<file path="src/design/ucp_pkg.sv">
// Shared types, constants and the code point mapping for the UTF-8 to CP1251 transcoder.
package ucp_pkg;

    localparam int QUEUE_DEPTH = 4;
    localparam int QPTR_W      = $clog2(QUEUE_DEPTH);
    localparam int QCNT_W      = $clog2(QUEUE_DEPTH + 1);
    localparam int MAX_OUT     = 4;

    localparam logic [10:0] CP_CYR_LO   = 11'h410;
    localparam logic [10:0] CP_CYR_HI   = 11'h44F;
    localparam logic [10:0] CP_IO_UPPER = 11'h401;
    localparam logic [10:0] CP_IO_LOWER = 11'h451;
    localparam logic [7:0]  CP_CYR_OFS  = 8'hB0;
    localparam logic [7:0]  CH_IO_UPPER = 8'hA8;
    localparam logic [7:0]  CH_IO_LOWER = 8'hB8;
    localparam logic [7:0]  CH_QUESTION = 8'h3F;

    // One queue entry: the output bytes caused by one input byte.
    typedef struct packed {
        logic [MAX_OUT-1:0][7:0] bytes;
        logic [1:0]              last_idx;
        logic                    last;
    } ucp_entry_t;

    // Both Cyrillic blocks sit at a fixed offset from their CP1251 codes
    // (0x410 -> 0xC0 and 0x430 -> 0xE0), so the low byte plus 0xB0 covers both.
    function automatic logic [7:0] map_cp(input logic [10:0] cp);
        logic [7:0] res;
        begin
            if (cp >= CP_CYR_LO && cp <= CP_CYR_HI) begin
                res = cp[7:0] + CP_CYR_OFS;
            end else if (cp == CP_IO_UPPER) begin
                res = CH_IO_UPPER;
            end else if (cp == CP_IO_LOWER) begin
                res = CH_IO_LOWER;
            end else begin
                res = CH_QUESTION;
            end
            return res;
        end
    endfunction

endpackage

</file>
<file path="src/design/ucp_front.sv">
// Front end: accepts bytes, decodes against the held lookahead and queues the output bytes.
module ucp_front (
    input  logic                aclk,
    input  logic                aresetn,
    input  logic                s_valid,
    output logic                s_ready,
    input  logic [7:0]          s_byte_in,
    input  logic                s_end_of_string,
    input  logic                q_full,
    output logic                q_push,
    output ucp_pkg::ucp_entry_t q_entry
);

    logic [2:0][7:0] pend_reg;
    logic [2:0][7:0] pend_next;
    logic [1:0]      count_reg;
    logic [1:0]      count_next;

    logic [3:0][7:0] cbuf;
    logic [3:0][7:0] obytes;
    logic [2:0]      len;
    logic [2:0]      pos;
    logic [2:0]      nout;
    logic            accept;

    assign s_ready = !q_full;
    assign accept  = s_valid && s_ready;

    // Held bytes first, then the new byte right after them.
    always_comb begin
        cbuf[0] = (count_reg == 2'd0) ? s_byte_in : pend_reg[0];
        cbuf[1] = (count_reg == 2'd1) ? s_byte_in : pend_reg[1];
        cbuf[2] = (count_reg == 2'd2) ? s_byte_in : pend_reg[2];
        cbuf[3] = s_byte_in;
        len     = {1'b0, count_reg} + 3'd1;
    end

    // Walk the at most four buffered bytes; each emitted byte consumes at least one.
    always_comb begin
        logic       stop;
        logic [7:0] c;
        logic [7:0] b;
        logic [7:0] ev;
        logic [2:0] r;
        logic [2:0] adv;
        logic [2:0] nxt;
        logic [2:0] rem;
        logic [2:0] idx;
        stop   = 1'b0;
        pos    = 3'd0;
        nout   = 3'd0;
        obytes = '0;
        c      = '0;
        b      = '0;
        ev     = '0;
        r      = '0;
        adv    = '0;
        nxt    = '0;
        for (int s = 0; s < 4; s++) begin
            if (!stop && pos < len) begin
                c   = cbuf[pos[1:0]];
                nxt = pos + 3'd1;
                b   = cbuf[nxt[1:0]];
                r   = len - pos;
                ev  = c;
                adv = 3'd1;
                priority if (!c[7]) begin
                    ev = c;
                end else if (c[7:5] == 3'b110) begin
                    if (r >= 3'd2) begin
                        if (b[7:6] == 2'b10) begin
                            ev  = ucp_pkg::map_cp({c[4:0], b[5:0]});
                            adv = 3'd2;
                        end
                    end else if (!s_end_of_string) begin
                        stop = 1'b1;
                    end
                end else if (c[7:4] == 4'b1110) begin
                    if (r >= 3'd3) begin
                        ev  = ucp_pkg::CH_QUESTION;
                        adv = 3'd3;
                    end else if (!s_end_of_string) begin
                        stop = 1'b1;
                    end
                end else if (c[7:3] == 5'b11110) begin
                    if (r >= 3'd4) begin
                        ev  = ucp_pkg::CH_QUESTION;
                        adv = 3'd4;
                    end else if (!s_end_of_string) begin
                        stop = 1'b1;
                    end
                end else begin
                    ev = c;
                end
                if (!stop) begin
                    obytes[nout[1:0]] = ev;
                    nout = nout + 3'd1;
                    pos  = pos + adv;
                end
            end
        end

        rem        = len - pos;
        count_next = (rem > 3'd3) ? 2'd3 : rem[1:0];
        for (int j = 0; j < 3; j++) begin
            idx          = pos + 3'(j);
            pend_next[j] = cbuf[idx[1:0]];
        end
    end

    assign q_push           = accept && (nout != 3'd0);
    assign q_entry.bytes    = obytes;
    assign q_entry.last_idx = 2'(nout - 3'd1);
    assign q_entry.last     = s_end_of_string;

    always_ff @(posedge aclk) begin
        if (!aresetn) begin
            count_reg <= 2'd0;
        end else if (accept) begin
            count_reg <= count_next;
        end
    end

    always_ff @(posedge aclk) begin
        if (accept) begin
            pend_reg <= pend_next;
        end
    end

endmodule

</file>
<file path="src/design/ucp_queue.sv">
// Short first-word-fall-through queue of decoded entries between front and back.
module ucp_queue (
    input  logic                aclk,
    input  logic                aresetn,
    input  logic                push,
    input  ucp_pkg::ucp_entry_t push_entry,
    input  logic                pop,
    output logic                full,
    output logic                head_valid,
    output ucp_pkg::ucp_entry_t head
);

    ucp_pkg::ucp_entry_t               mem_reg [ucp_pkg::QUEUE_DEPTH];
    logic [ucp_pkg::QPTR_W-1:0]        wr_ptr_reg;
    logic [ucp_pkg::QPTR_W-1:0]        rd_ptr_reg;
    logic [ucp_pkg::QCNT_W-1:0]        cnt_reg;
    logic                              do_push;
    logic                              do_pop;

    assign full       = (cnt_reg == ucp_pkg::QCNT_W'(ucp_pkg::QUEUE_DEPTH));
    assign head_valid = (cnt_reg != '0);
    assign head       = mem_reg[rd_ptr_reg];
    assign do_push    = push && !full;
    assign do_pop     = pop && head_valid;

    always_ff @(posedge aclk) begin
        if (!aresetn) begin
            wr_ptr_reg <= '0;
            rd_ptr_reg <= '0;
            cnt_reg    <= '0;
        end else begin
            if (do_push) begin
                wr_ptr_reg <= wr_ptr_reg + 1'b1;
            end
            if (do_pop) begin
                rd_ptr_reg <= rd_ptr_reg + 1'b1;
            end
            if (do_push && !do_pop) begin
                cnt_reg <= cnt_reg + 1'b1;
            end else if (do_pop && !do_push) begin
                cnt_reg <= cnt_reg - 1'b1;
            end
        end
    end

    always_ff @(posedge aclk) begin
        if (do_push) begin
            mem_reg[wr_ptr_reg] <= push_entry;
        end
    end

endmodule

</file>
<file path="src/design/ucp_back.sv">
// Back end: unpacks queued entries into single output bytes behind an output register.
module ucp_back (
    input  logic                aclk,
    input  logic                aresetn,
    input  logic                head_valid,
    input  ucp_pkg::ucp_entry_t head,
    output logic                pop,
    output logic                m_valid,
    input  logic                m_ready,
    output logic [7:0]          m_byte_out,
    output logic                m_last_out
);

    logic [1:0] idx_reg;
    logic       valid_reg;
    logic [7:0] byte_reg;
    logic       last_reg;
    logic       load;
    logic       at_end;

    assign load   = head_valid && (!valid_reg || m_ready);
    assign at_end = (idx_reg == head.last_idx);
    assign pop    = load && at_end;

    always_ff @(posedge aclk) begin
        if (!aresetn) begin
            idx_reg   <= 2'd0;
            valid_reg <= 1'b0;
        end else if (load) begin
            valid_reg <= 1'b1;
            idx_reg   <= at_end ? 2'd0 : idx_reg + 2'd1;
        end else if (m_ready) begin
            valid_reg <= 1'b0;
        end
    end

    always_ff @(posedge aclk) begin
        if (load) begin
            byte_reg <= head.bytes[idx_reg];
            last_reg <= head.last && at_end;
        end
    end

    assign m_valid    = valid_reg;
    assign m_byte_out = byte_reg;
    assign m_last_out = last_reg;

endmodule

</file>
<file path="src/design/utf8_to_cp1251_stream.sv">
// Top level of the UTF-8 to Windows-1251 stream transcoder.
//
//   channel  direction  handshake          payload
//   s_       in         s_valid/s_ready    s_byte_in[7:0], s_end_of_string
//   m_       out        m_valid/m_ready    m_byte_out[7:0], m_last_out
//
// One input byte is taken per cycle while the entry queue has room; each byte is
// decoded in the cycle it is accepted and its zero to four output bytes are queued.
// Output bytes leave one per cycle while m_ready allows, through the back end's output
// register, so an input byte that yields several outputs holds the back end until all are sent.
// Reset (aresetn low at a clock edge) empties the lookahead, the queue and the output.
module utf8_to_cp1251_stream (
    input  logic       aclk,
    input  logic       aresetn,
    input  logic       s_valid,
    output logic       s_ready,
    input  logic [7:0] s_byte_in,
    input  logic       s_end_of_string,
    output logic       m_valid,
    input  logic       m_ready,
    output logic [7:0] m_byte_out,
    output logic       m_last_out
);

    logic                q_push;
    logic                q_pop;
    logic                q_full;
    logic                q_head_valid;
    ucp_pkg::ucp_entry_t q_in;
    ucp_pkg::ucp_entry_t q_head;

    ucp_front u_front (
        .aclk            (aclk),
        .aresetn         (aresetn),
        .s_valid         (s_valid),
        .s_ready         (s_ready),
        .s_byte_in       (s_byte_in),
        .s_end_of_string (s_end_of_string),
        .q_full          (q_full),
        .q_push          (q_push),
        .q_entry         (q_in)
    );

    ucp_queue u_queue (
        .aclk       (aclk),
        .aresetn    (aresetn),
        .push       (q_push),
        .push_entry (q_in),
        .pop        (q_pop),
        .full       (q_full),
        .head_valid (q_head_valid),
        .head       (q_head)
    );

    ucp_back u_back (
        .aclk       (aclk),
        .aresetn    (aresetn),
        .head_valid (q_head_valid),
        .head       (q_head),
        .pop        (q_pop),
        .m_valid    (m_valid),
        .m_ready    (m_ready),
        .m_byte_out (m_byte_out),
        .m_last_out (m_last_out)
    );

endmodule

</file>
<file path="config.mk">
export PLATFORM = sky130hd
export DESIGN_NAME = utf8_to_cp1251_stream
export DESIGN_NICKNAME = d
export VERILOG_FILES = /design/src/design/ucp_pkg.sv /design/src/design/ucp_front.sv /design/src/design/ucp_queue.sv /design/src/design/ucp_back.sv /design/src/design/utf8_to_cp1251_stream.sv
export SDC_FILE = /design/constraint.sdc
export NUM_CORES = 1
export LEC_CHECK = 0
export ABC_AREA = 1
export BUFFER_PORTS_ARGS = -buffer_cell sky130_fd_sc_hd__buf_4
export CAP_MARGIN = 20
export CELL_PAD_IN_SITES_DETAIL_PLACEMENT = 1
export CELL_PAD_IN_SITES_GLOBAL_PLACEMENT = 1
export CORE_MARGIN = 1.5
export CORE_UTILIZATION = 36
export DETAILED_ROUTE_END_ITERATION = 16
export GPL_TIMING_DRIVEN = 0
export MAX_ROUTING_LAYER = met4
export PLACE_DENSITY = 0.65
export SETUP_SLACK_MARGIN = 0.2
export SYNTH_ARGS = -nofsm -noshare
export SYNTH_HDL_FRONTEND = slang
export SYNTH_SLANG_ARGS = --single-unit
</file>
<file path="constraint.sdc">
create_clock -name aclk -period 22.6 [get_ports aclk]
set_input_delay 3.39 -clock aclk [delete_from_list [all_inputs] [get_ports aclk]]
set_output_delay 3.39 -clock aclk [all_outputs]
set_load 0.02 [all_outputs]
</file>
==> impl_metrics.ini, run 1 <==
[sta]
final_hold_viol_count = 0
fin_crit_sh_pct = 65.4
max_clock_freq_mhz = 67.7
rsz0062_at_grt = no
min_period_ps = 14770
tns_ps = 0
worstMarginPinSlew_ps = 1070
setup_viol = 0
fin_worst_skew_ps = 18.4
finalMaxSlewViolations = 0
slew_headroom_pct = 28.0

[global_routing]
grt_max_degree = 24
globalRouteOverflowTotal = 0
antenna_found_initial = 0
grt_usage_pct = 28.7
first_global_vias = 12900
grt_pass1_wl_um = 80700

[synthesis]
ys_top_cells_by_count = nand2_1 (397), nor2_1 (181), edfxtp_1 (173)
yosysTopAreaCell = edfxtp_1
synthCells = 1725
synth_most_common_cell = nand2_1
yosys-top-cells-area = edfxtp_1 (38%), nand2_1 (11%), o21ai_0 (5.9%), nor2_1 (5.0%), nand3_1 (4.5%)
ys.flop_type = edfxtp_1
seq_area_frac_synth_pct = 40.3
ys_types = 61
synth.cell_area_um2 = 13600
yosysTopAreaCellShare_pct = 38.2
yosysWarnings = 0
synth-seq-cells = 187
synth_fp_nets = 1793
synthArstFlopShare_pct = 0
synth_enable_flop_cells = 173
syn_area_per_cell_um2 = 7.88

[clock_tree]
cts_resized = 0
clock-root-buffer = clkbuf_16
holdBufCountCts = 0
postCtsSetupBuffers = 0
cts_tree = done
htreeDepth = 4
clock-sinks = 187
ctsLongestPathBuffers = 2
clkSlewWorstSetupHoldPaths_ps = 70
worstSkewPairLatency_ps = 460
numCtsBuffers = 17

[worst_setup_path]
cp_slowest_cell = nor3_1
crit_family = simple AND/OR/NAND/NOR gates
critical_path_buf_inv_count = 11
r2r_start = u_front.count_reg[0]
setup.worst_path.start_class = input pin
r2r_end = u_queue.cnt_reg[1]
path_common_cell = nand2_1
critPathKind = in2reg
worst_setup_path_end_kind = flop
cp.required_ps = 22940
r2r_slack_ps = 9860
reg2reg_depth = 53
arrival_ps = 15110
cp_slowest_stage_delay_ps = 630
crit_fanout = 11

[hold_path]
min_to = u_queue.rd_ptr_reg[1]
holdPathStages = 1
min_path_type = reg2reg
worstHoldStart = u_queue.rd_ptr_reg[1]

[cells_and_area]
largest_register_ffs = 140
drive_above_1_share_pct = 11.1
finalNetCount = 1837
antenna_cells = 0
syn2layout_area_growth_pct = 11.3
fin_util_pct = 40.4

[placement]
dp_hpwl_um = 41000
port_buffers = 18
gp_congestion = 0.898

[outcome]
status = finished, final reports clean

[routing]
ant_nets = 0
dr.pass1.iters = 8
drtIter0Drc = 777
via_per_inst = 5.61
num_vias = 12900
wl_per_cell_um = 23.1
drc_errors = 0
wl_um = 52900

[floorplan]
fp.dieW_um = 197
dieHeight_um = 197
core_area_um2 = 37400
start_util_pct = 36.4
dieArea_um2 = 38900
rows = 71
boundaryPins = 24

[job]
maxCapViolations = 0
## worst register-to-register path: cells and delay by family, from the launching register on
kind / cells / cell delay [ps]
DFF: 1 / 660
buffers and inverters: 11 / 2460
AOI/OAI and AO/OA: 4 / 580
adders and majority gates: 11 / 3510
xor gates and xnor gates: 3 / 1070
and+or+nand+nor: 24 / 4360
## worst max path at each step
stage,startpoint,endpoint,cells after the start
floorplan,s_byte_in[5],u_queue.mem_reg[0][0],49
global placement,s_byte_in[6],u_queue.mem_reg[3][0],46
detailed placement,s_byte_in[6],u_queue.cnt_reg[1],51
CTS,s_byte_in[6],u_queue.cnt_reg[1],51
global route,s_byte_in[6],u_queue.cnt_reg[2],53
finish,s_byte_in[6],u_queue.cnt_reg[1],51
## final cells by class
class                           instances  area [µm²]
Multi-Input combinational cell       1290        7120
Timing Repair Buffer                   25         263
Inverter                              179         672
Fill cell                            4570       22300
Clock buffer                           19         433
Clock inverter                         12         159
Tap cell                              511         639
Buffer                                 69         363
Sequential cell                       187        5480
## cells by family after synthesis
kind of cell	Yosys count	synth area share (%)
AO/OA/AOI/OAI	384	17.7
XOR/XNOR	19	1.22
adder cells (fa/ha/maj)	55	5.50
buffers and inverters	248	7.61
flip-flops	187	40.3
AND/OR/NAND/NOR	832	27.7
## cells in the final DEF, fill, tap and decap left out, types with 6 or more instances in the layout
cell,instances
fa_1,8
buf_4,23
a21oi_1,30
clkinv_1,8
buf_2,12
edfxtp_1,173
nand4_1,33
xor2_1,13
o21ai_1,29
nor3_1,9
ha_1,47
xnor2_1,6
o221ai_1,43
clkbuf_1,43
o21ai_0,160
nor2_1,177
o22ai_1,20
inv_1,152
nand2_1,397
dfxtp_1,14
or2_2,9
nand3_2,11
buf_6,10
nand2_2,39
o211ai_1,58
nand3_1,123
nand2_4,8
nor2_2,6
inv_2,19
nor2_4,8
clkbuf_16,17
## routing by layer
layer	global-route usage (%)	wire, µm
met3	2.92	1960
met5	-	0
met2	49.6	26600
met4	9.73	1630
met1	34.9	22700
## metrics by stage
step	setup slack [ps]	hold WS, ps	cells	area [µm²]
2_1_floorplan	9340	456	1725	13600
3_3_place_gp	5790	464	2254	14400
3_5_place_dp	7460	492	2261	14500
4_1_cts	7940	507	2292	15100
5_1_grt	6990	528	2292	15100
6_report	7830	501	2292	15100
Power of run 1 is not shown: default switching activity piles up to over one toggle a cycle in this logic, so the estimate is an artifact.
==> run 2: changes to the inputs <==
--- a/config.mk
+++ b/config.mk
@@ -15,7 +15,7 @@
 export DETAILED_ROUTE_END_ITERATION = 16
 export GPL_TIMING_DRIVEN = 0
 export MAX_ROUTING_LAYER = met4
-export PLACE_DENSITY = 0.65
+export PLACE_DENSITY = 0.68
 export SETUP_SLACK_MARGIN = 0.2
 export SYNTH_ARGS = -nofsm -noshare
 export SYNTH_HDL_FRONTEND = slang
==> constraint.sdc (replaced) <==
create_clock -name aclk -period 12.2 [get_ports aclk]
set_input_delay 1.83 -clock aclk [delete_from_list [all_inputs] [get_ports aclk]]
set_output_delay 1.83 -clock aclk [all_outputs]
set_load 0.02 [all_outputs]
==> impl_metrics.ini, run 2 (same netlist as run 1, synthesis figures left out) <==
[routing]
wl_per_cell_um = 23.0
wl_um = 53500
drtIter0Drc = 881
ant_nets = 0
dr.pass1.iters = 7
drc_errors = 0
via_per_inst = 5.64
num_vias = 13100

[sta]
fin_crit_sh_pct = 94.7
rsz0062_at_grt = no
final_hold_viol_count = 0
worstMarginPinSlew_ps = 1040
slew_headroom_pct = 29.8
max_clock_freq_mhz = 86.5
finalMaxSlewViolations = 0
fin_worst_skew_ps = 25.6
min_period_ps = 11560
whs_ps = 503
setup_viol = 0

[cells_and_area]
drive_above_1_share_pct = 14.5
layout_common_cells = nand2_1 (392), nor2_1 (173), edfxtp_1 (173), o21ai_0 (157), inv_1 (150)
largest_register_ffs = 140
finalNetCount = 1866
fin_cells = 2322
syn2layout_area_growth_pct = 15.0
antenna_cells = 0
mostFrequentLayoutCell = nand2_1

[global_routing]
grt_max_degree = 27
grt_pass1_wl_um = 81700
globalRouteOverflowTotal = 0
first_global_vias = 13400
antenna_found_initial = 0
grt_usage_pct = 28.9

[clock_tree]
cts_tree = done
clkSlewWorstSetupHoldPaths_ps = 70
worstSkewPairLatency_ps = 470
clock-sinks = 187
holdBufCountCts = 0
numCtsBuffers = 17
ctsLongestPathBuffers = 2
htreeDepth = 4
clock-root-buffer = clkbuf_16

[worst_setup_path]
path_common_cell = nand2_1
r2r_start = u_front.count_reg[0]
cp_slowest_cell = fa_2
reg2reg_depth = 63
critPathKind = in2reg
cp.required_ps = 12540
r2r_end = u_front.count_reg[0]
worst_setup_path_end_kind = flop
arrival_ps = 11890
r2r_slack_ps = 830
cp_slowest_stage_delay_ps = 470
crit_fanout = 11
setup.worst_path.start_class = input pin

[floorplan]
dieHeight_um = 197
dieArea_um2 = 38900
boundaryPins = 24
core_area_um2 = 37400
start_util_pct = 36.4
fp.dieW_um = 197
rows = 71

[placement]
gp_congestion = 0.962
port_buffers = 18
placed_cells = 2260
dp_hpwl_um = 40500

[outcome]
status = finished, final reports clean

[job]
maxCapViolations = 0

[hold_path]
holdPathStages = 1
min_path_type = reg2reg
worstHoldStart = u_queue.rd_ptr_reg[1]
## run 2: layer usage
layer,share of wire [%],track usage (%)
met5,0,-
met4,3.1,9.22
met3,3.9,3.07
met2,50,50.5
met1,43,34.9
## run 2: cell type report
type,instances,area (µm²)
plain buffers,69,389
clock buffers,17,425
clock inverters,15,193
fillers,4566,21800
inverters,179,687
multi-input cells,1290,7330
flip-flops and latches,187,5480
well taps,511,639
repair buffers,54,495
## run 2: timing repair
item                                    CTS  global route
gates resized for setup                  24            40
pin swaps                                 4            16
endpoints found under the setup margin  169           169
buffers inserted                          5            25
endpoints found under the hold margin     0             0
## run 2: through the flow
stage	worst slack, ps	util (%)	instance area (µm²)	TNS [ps]
floorplan	495	-	13600	0
global placement	-2800	38.4	14400	-398130
detailed placement	-1420	38.9	14500	-130620
CTS	228	40.9	15300	0
global route	135	41.8	15600	0
finish	642	41.8	15600	0
## run 2: critical path, delay by kind of cell
family,cells,cell delay [ps]
buf+inv,13,1720
xor+xnor,4,830
simple gates,28,3810
fa+ha+maj,10,3120
compound gates,5,550
## run 2: worst max path at each step
stage / start / endpoint / slack, ps / cells after the start
finish: s_byte_in[3] / u_front.count_reg[0] / 640 / 60
global route: s_byte_in[7] / u_front.count_reg[0] / 130 / 61
CTS: s_byte_in[3] / u_front.count_reg[1] / 230 / 56
detailed placement: s_byte_in[6] / u_front.count_reg[0] / -1420 / 57
global placement: s_byte_in[6] / u_queue.mem_reg[0][22] / -2800 / 49
floorplan: s_byte_in[5] / u_queue.mem_reg[0][0] / 500 / 49
Power of run 2 is left out for the same reason.
